[config.mk]
export PLATFORM = sky130hd
export DESIGN_NAME = aes128_key_expand
export DESIGN_NICKNAME = d
export VERILOG_FILES = /design/src/sv/aes128_block_encrypt_core_defines.svh /design/src/sv/aes128_pkg.sv /design/src/sv/aes128_key_expand.sv
export SDC_FILE = /design/constraint.sdc
export NUM_CORES = 2
export LEC_CHECK = 0
export ABC_AREA = 1
export BUFFER_PORTS_ARGS = -buffer_cell sky130_fd_sc_hd__clkbuf_2
export CORE_AREA = 2 2 575 577
export CTS_CLUSTER_DIAMETER = 40
export CTS_CLUSTER_SIZE = 8
export DETAILED_ROUTE_END_ITERATION = 10
export DIE_AREA = 0 0 577 579
export GPL_TIMING_DRIVEN = 0
export PLACE_DENSITY = 0.39
export SETUP_SLACK_MARGIN = 0.15
export SLEW_MARGIN = 20
export SYNTH_ARGS = -nofsm -noshare
export SYNTH_HDL_FRONTEND = slang
export SYNTH_SLANG_ARGS = --single-unit
export TNS_END_PERCENT = 10
[constraint.sdc]
create_clock -name clk -period 16.2 [get_ports clk]
set_input_delay 3.24 -clock clk [delete_from_list [all_inputs] [get_ports clk]]
set_output_delay 3.24 -clock clk [all_outputs]
set_load 0.05 [all_outputs]
[src/sv/aes128_block_encrypt_core_defines.svh]
// Assertion macros shared by the AES-128 encrypt core.
`ifndef AES128_BLOCK_ENCRYPT_CORE_DEFINES_SVH
`define AES128_BLOCK_ENCRYPT_CORE_DEFINES_SVH

// antecedent holds -> consequent holds in the same cycle
`define AES_ASSERT_SAME(label, ante, cons) \
  label: assert property (@(posedge clk) disable iff (rst) (ante) |-> (cons)) \
    else $error("assertion failed");

// antecedent holds -> consequent holds in the next cycle
`define AES_ASSERT_NEXT(label, ante, cons) \
  label: assert property (@(posedge clk) disable iff (rst) (ante) |=> (cons)) \
    else $error("assertion failed");

`endif

[src/sv/aes128_pkg.sv]
// Types, constants and round functions for the AES-128 encrypt core.
package aes128_pkg;

  localparam int unsigned NumRounds = 10;

  localparam logic [7:0] SboxAffine = 8'h63;
  localparam logic [7:0] PolyReduce = 8'h1b;
  localparam logic [7:0] RconLast   = 8'h36;

  localparam logic [1:0] RegKeyHigh = 2'd0;
  localparam logic [1:0] RegKeyLow  = 2'd1;

  typedef logic [127:0] block_t;
  typedef logic [NumRounds:0][127:0] rk_array_t;
  typedef logic [3:0] round_idx_t;

  localparam logic [7:0] SBOX [256] = '{
    8'h63,8'h7c,8'h77,8'h7b,8'hf2,8'h6b,8'h6f,8'hc5,8'h30,8'h01,8'h67,8'h2b,8'hfe,8'hd7,8'hab,8'h76,
    8'hca,8'h82,8'hc9,8'h7d,8'hfa,8'h59,8'h47,8'hf0,8'had,8'hd4,8'ha2,8'haf,8'h9c,8'ha4,8'h72,8'hc0,
    8'hb7,8'hfd,8'h93,8'h26,8'h36,8'h3f,8'hf7,8'hcc,8'h34,8'ha5,8'he5,8'hf1,8'h71,8'hd8,8'h31,8'h15,
    8'h04,8'hc7,8'h23,8'hc3,8'h18,8'h96,8'h05,8'h9a,8'h07,8'h12,8'h80,8'he2,8'heb,8'h27,8'hb2,8'h75,
    8'h09,8'h83,8'h2c,8'h1a,8'h1b,8'h6e,8'h5a,8'ha0,8'h52,8'h3b,8'hd6,8'hb3,8'h29,8'he3,8'h2f,8'h84,
    8'h53,8'hd1,8'h00,8'hed,8'h20,8'hfc,8'hb1,8'h5b,8'h6a,8'hcb,8'hbe,8'h39,8'h4a,8'h4c,8'h58,8'hcf,
    8'hd0,8'hef,8'haa,8'hfb,8'h43,8'h4d,8'h33,8'h85,8'h45,8'hf9,8'h02,8'h7f,8'h50,8'h3c,8'h9f,8'ha8,
    8'h51,8'ha3,8'h40,8'h8f,8'h92,8'h9d,8'h38,8'hf5,8'hbc,8'hb6,8'hda,8'h21,8'h10,8'hff,8'hf3,8'hd2,
    8'hcd,8'h0c,8'h13,8'hec,8'h5f,8'h97,8'h44,8'h17,8'hc4,8'ha7,8'h7e,8'h3d,8'h64,8'h5d,8'h19,8'h73,
    8'h60,8'h81,8'h4f,8'hdc,8'h22,8'h2a,8'h90,8'h88,8'h46,8'hee,8'hb8,8'h14,8'hde,8'h5e,8'h0b,8'hdb,
    8'he0,8'h32,8'h3a,8'h0a,8'h49,8'h06,8'h24,8'h5c,8'hc2,8'hd3,8'hac,8'h62,8'h91,8'h95,8'he4,8'h79,
    8'he7,8'hc8,8'h37,8'h6d,8'h8d,8'hd5,8'h4e,8'ha9,8'h6c,8'h56,8'hf4,8'hea,8'h65,8'h7a,8'hae,8'h08,
    8'hba,8'h78,8'h25,8'h2e,8'h1c,8'ha6,8'hb4,8'hc6,8'he8,8'hdd,8'h74,8'h1f,8'h4b,8'hbd,8'h8b,8'h8a,
    8'h70,8'h3e,8'hb5,8'h66,8'h48,8'h03,8'hf6,8'h0e,8'h61,8'h35,8'h57,8'hb9,8'h86,8'hc1,8'h1d,8'h9e,
    8'he1,8'hf8,8'h98,8'h11,8'h69,8'hd9,8'h8e,8'h94,8'h9b,8'h1e,8'h87,8'he9,8'hce,8'h55,8'h28,8'hdf,
    8'h8c,8'ha1,8'h89,8'h0d,8'hbf,8'he6,8'h42,8'h68,8'h41,8'h99,8'h2d,8'h0f,8'hb0,8'h54,8'hbb,8'h16
  };

  function automatic logic [7:0] xtime(input logic [7:0] b);
    return {b[6:0], 1'b0} ^ (b[7] ? PolyReduce : 8'h00);
  endfunction

  // Round constant for expansion step n (1..10)
  function automatic logic [7:0] rcon(input round_idx_t n);
    logic [7:0] r;
    r = 8'h01;
    case (n)
      4'd1:    r = 8'h01;
      4'd2:    r = 8'h02;
      4'd3:    r = 8'h04;
      4'd4:    r = 8'h08;
      4'd5:    r = 8'h10;
      4'd6:    r = 8'h20;
      4'd7:    r = 8'h40;
      4'd8:    r = 8'h80;
      4'd9:    r = PolyReduce;
      4'd10:   r = RconLast;
      default: r = 8'h00;
    endcase
    return r;
  endfunction

  function automatic logic [31:0] sub_word(input logic [31:0] w);
    return {SBOX[w[31:24]], SBOX[w[23:16]], SBOX[w[15:8]], SBOX[w[7:0]]};
  endfunction

  // byte i of the state sits at bits [127-8i -: 8]; byte 4c+r is row r, column c
  function automatic block_t sub_shift(input block_t s);
    block_t t;
    t = '0;
    for (int c = 0; c < 4; c++) begin
      for (int r = 0; r < 4; r++) begin
        t[127 - 8 * (4 * c + r) -: 8] = SBOX[s[127 - 8 * (4 * ((c + r) % 4) + r) -: 8]];
      end
    end
    return t;
  endfunction

  function automatic block_t mix_columns(input block_t s);
    block_t t;
    logic [7:0] a0, a1, a2, a3, all;
    t = '0;
    for (int c = 0; c < 4; c++) begin
      a0  = s[127 - 32 * c -: 8];
      a1  = s[119 - 32 * c -: 8];
      a2  = s[111 - 32 * c -: 8];
      a3  = s[103 - 32 * c -: 8];
      all = a0 ^ a1 ^ a2 ^ a3;
      t[127 - 32 * c -: 8] = a0 ^ all ^ xtime(a0 ^ a1);
      t[119 - 32 * c -: 8] = a1 ^ all ^ xtime(a1 ^ a2);
      t[111 - 32 * c -: 8] = a2 ^ all ^ xtime(a2 ^ a3);
      t[103 - 32 * c -: 8] = a3 ^ all ^ xtime(a3 ^ a0);
    end
    return t;
  endfunction

endpackage

[src/sv/aes128_key_expand.sv]
// Key registers and sequential round-key expansion, one round key a cycle until a key write restarts it.
module aes128_key_expand
  import aes128_pkg::*;
(
  input  logic       clk,
  input  logic       rst,
  input  logic       cfg_valid,
  output logic       cfg_ready,
  input  logic [1:0] cfg_index,
  input  logic [63:0] cfg_data,
  output rk_array_t  round_keys,
  output logic       busy
);

  logic [63:0] key_high, key_low;
  block_t      cur;
  round_idx_t  cnt;
  logic [31:0] t, n0, n1, n2, n3;
  // round keys 1..10 held at index 0..9
  block_t      rk [NumRounds];

  assign cfg_ready = 1'b1;

  always_comb begin
    t  = sub_word({cur[23:0], cur[31:24]}) ^ {rcon(cnt), 24'h0};
    n0 = cur[127:96] ^ t;
    n1 = cur[95:64] ^ n0;
    n2 = cur[63:32] ^ n1;
    n3 = cur[31:0] ^ n2;
  end

  always_comb begin
    round_keys[0] = {key_high, key_low};
    for (int i = 1; i <= NumRounds; i++) begin
      round_keys[i] = rk[i-1];
    end
  end

  always_ff @(posedge clk) begin
    if (rst) begin
      key_high <= '0;
      key_low  <= '0;
      cur      <= '0;
      cnt      <= 4'd1;
      busy     <= 1'b1;
    end else if (cfg_valid && cfg_ready) begin
      if (cfg_index == RegKeyHigh) begin
        key_high <= cfg_data;
        cur      <= {cfg_data, key_low};
        cnt      <= 4'd1;
        busy     <= 1'b1;
      end else if (cfg_index == RegKeyLow) begin
        key_low  <= cfg_data;
        cur      <= {key_high, cfg_data};
        cnt      <= 4'd1;
        busy     <= 1'b1;
      end
    end else if (busy) begin
      cur <= {n0, n1, n2, n3};
      rk[cnt - 4'd1] <= {n0, n1, n2, n3};
      cnt <= cnt + 4'd1;
      if (cnt == round_idx_t'(NumRounds)) busy <= 1'b0;
    end
  end

endmodule

==> flow_summary.ini <==
[outcome]
run_status = complete, no violations

[finish]
final_cell_mix = clkbuf_2 (1482), nand2_1 (1325), edfxtp_1 (1280)
multi_input_area_mm2 = 0.0180
areaGrowthSynthToFinish_pct = 37.8
fill_cells = 34700
regArea_mm2 = 0.0438
final_cells = 12500
final_nets = 8025
fin_area_mm2 = 0.0890
layout_commonest_cell = clkbuf_2
drive_gt1_frac = 0.291
final_util = 0.271

[drt]
wl_per_cell_um = 34.0
drt_pass1_iterations = 6
drt_wl_total_um = 424000
via_per_inst = 4.69
ant_nets = 0
drc = 0
num_vias = 58500
drtIter0Drc = 6177

[global_route]
grt.total_usage = 0.242
grt.overflow.total = 0
grt_first_pass_wirelength_um = 544000
grt_max_degree = 22
grt_pass1_vias = 55700
antenna_found_initial = 61

[yosys]
syn_inst = 5970
synthArstFlopShare = 0
syn-num-nets = 6109
synth_cell_type_count = 38
synth_area_per_cell_um2 = 10.8
synth-seq-area-share = 0.678
synth_ff_type = edfxtp_1
yosys_warnings = 0
synth_edf_count = 1280
syn_area_mm2 = 0.0646
synth-seq-cells = 1549

[placed_design]
io_buffers = 1476
pre_cts_slack_ns = 9.39
placed_cell_area_mm2 = 0.0797
hpwl_um = 331000
gp_congestion = 1.03
dpl.cell_count = 12000

[timing]
setup_viol = 0
rsz0062_at_grt = no
fin_crit_ns = 6.94
clock_skew_ns = 0.0776
max_freq_mhz = 144
post-route-period-util = 0.428
slew_viol_final = 0
worst_slack_ns = 9.26
finalHoldViolations = 0
worst_pin_slew_ns = 1.26
slew_headroom = 0.157

[min_path]
hp-class = flop to flop
hold_start = key_low[51]

[power]
finalPower_mw = 14.4
switching_share = 0.362
power_density_mw_per_mm2 = 162
p_leak_nw = 35.7
p_int_mw = 9.19
share_comb_of_total_power = 0.250
pwr-share-seq = 0.347
power.net_switching_mw = 5.22
clkPwrFrac = 0.403
irDropWorstVdd_v = 0.0000839

[setup_path]
path_class = flop to flop
arrival_ns = 7.45
path_cells = inv_2, ha_1, buf_4, nand2_1, buf_4, nand2_1, nand3_1, nand3_1, nand3_1, nand3_1, nand2_1, nand2_1, nand2_2, nand2_2, nand2_2, nand2_1, nand3_1, and2_1
cp_max_fo = 14
slowest_delay_ns = 1.07
end_kind = flop
crit_start = cur[1]
worst_path_max_delay_cell = dfxtp_1
r2r-start = cur[1]
crit_required_ns = 16.71
cp-start-kind = flop

[floorplanning]
coreArea_mm2 = 0.329
die_x_um = 577
dieArea_mm2 = 0.334
io_pins = 1479
start_util = 0.197
row_count = 211
die_y_um = 579

[clock_tree]
numCtsBuffers = 287
clkTransAtPathRegs_ns = 0.05
ctsResizeCount = 0
cts_sinks = 1549
cts_tree = done
postCtsHoldBufs = 0
post-cts-setup-buffers = 0
cts_max_path_buffers = 4
cts.htree.levels = 5
root_buffer = clkbuf_16
clk_latency_ns = 0.93

[flow_run]
drv_cap = 0
-- worst max-delay path, delay by kind of cell, from the launching register on --
kind / cells / cell delay [ns]
simple gates: 14 / 3.87
buf+inv: 3 / 1.09
flops: 1 / 1.07
fa+ha+maj: 1 / 0.43
-- per-stage QoR --
| stage | setup TNS (ns) | hold WS, ns |
|---|---|---|
| global route | 0 | 0.486 |
| CTS | 0 | 0.470 |
| finish | 0 | 0.473 |
| global placement | -7779.80 | 0.457 |
| detailed placement | 0 | 0.461 |
| floorplan | 0 | 0.499 |
-- Yosys cell counts (all sizes together) (2+ instances only) --
| cell | number | area (µm²) |
|---|---|---|
| a21oi | 445 | 2250 |
| clkbuf | 151 | 567 |
| nand3 | 1117 | 5620 |
| nand2 | 1412 | 5530 |
| xor2 | 8 | 70.1 |
| and2 | 32 | 200 |
| dfxtp | 269 | 5390 |
| xnor2 | 3 | 26.3 |
| inv | 315 | 1190 |
| o21ai | 317 | 1590 |
| nor2 | 225 | 872 |
| edfxtp | 1280 | 38400 |
| or2 | 5 | 31.3 |
| buf | 180 | 1070 |
| o22ai | 3 | 18.8 |
| nand4 | 23 | 144 |
| a31oi | 72 | 450 |
| o31ai | 2 | 15.0 |
| o211ai | 16 | 120 |
| clkinv | 3 | 11.3 |
| nand3b | 11 | 82.6 |
| ha | 70 | 876 |
| nor3 | 8 | 40.0 |
-- power by group through the flow --
| stage | logic (mW) | registers, mW | clock network (mW) |
|---|---|---|---|
| global placement | 3.55 | 5.10 | 0 |
| CTS | 3.58 | 4.99 | 5.93 |
| detailed placement | 3.57 | 5.06 | 0 |
| finish | 3.61 | 4.99 | 5.81 |
| floorplan | 1.39 | 5.33 | 0 |
| global route | 3.76 | 5.00 | 6.10 |
-- per-layer routing --
| metal | share of wire | routed length [µm] | global-route usage |
|---|---|---|---|
| met2 | 0.47 | 199000 | 0.400 |
| met4 | 0.059 | 25000 | 0.126 |
| met1 | 0.38 | 163000 | 0.285 |
| met5 | 0.00051 | 216 | 0 |
| met3 | 0.089 | 37700 | 0.0710 |
-- path summary, 6_finish.rpt --
check / end / slack (ns) / cells after the start
worst max register to register: rk[7][10] / 9.26 / 18
worst max-delay path: rk[7][10] / 9.26 / 18
worst min register to register: key_low[51] / 0.47 / 2
worst min-delay path: key_low[51] / 0.47 / 2
-- layout make-up --
type,instances,area share
clock buffers,355,0.0863
diodes,32,0.000900
well taps,4366,0.0614
inverters,318,0.0135
clock inverters,112,0.0177
repair buffers,1627,0.107
multi-input cells,3772,0.203
plain buffers,331,0.0185
flip-flops and latches,1549,0.492
-- flip-flops by register name (all words and copies together), names as in the netlist, named ones only --
signal and count:
rk 1280, cnt 4, busy 1, cur 128
key_low 64, key_high 64
-- logic make-up (layout without fill, tap and decap cells) --
family / count (synthesis) / after routing / share of synthesized area
AO/OA/AOI/OAI: 856 / 856 / 0.0688
XOR/XNOR: 11 / 11 / 0.00149
adder cells (fa/ha/maj): 70 / 70 / 0.0136
buffers and inverters: 649 / 2743 / 0.0439
flip-flops: 1549 / 1549 / 0.678
other: 1 / 33 / 0.0000580
AND/OR/NAND/NOR: 2834 / 2834 / 0.194
No activity file was read; power rests on OpenSTA's default activity.
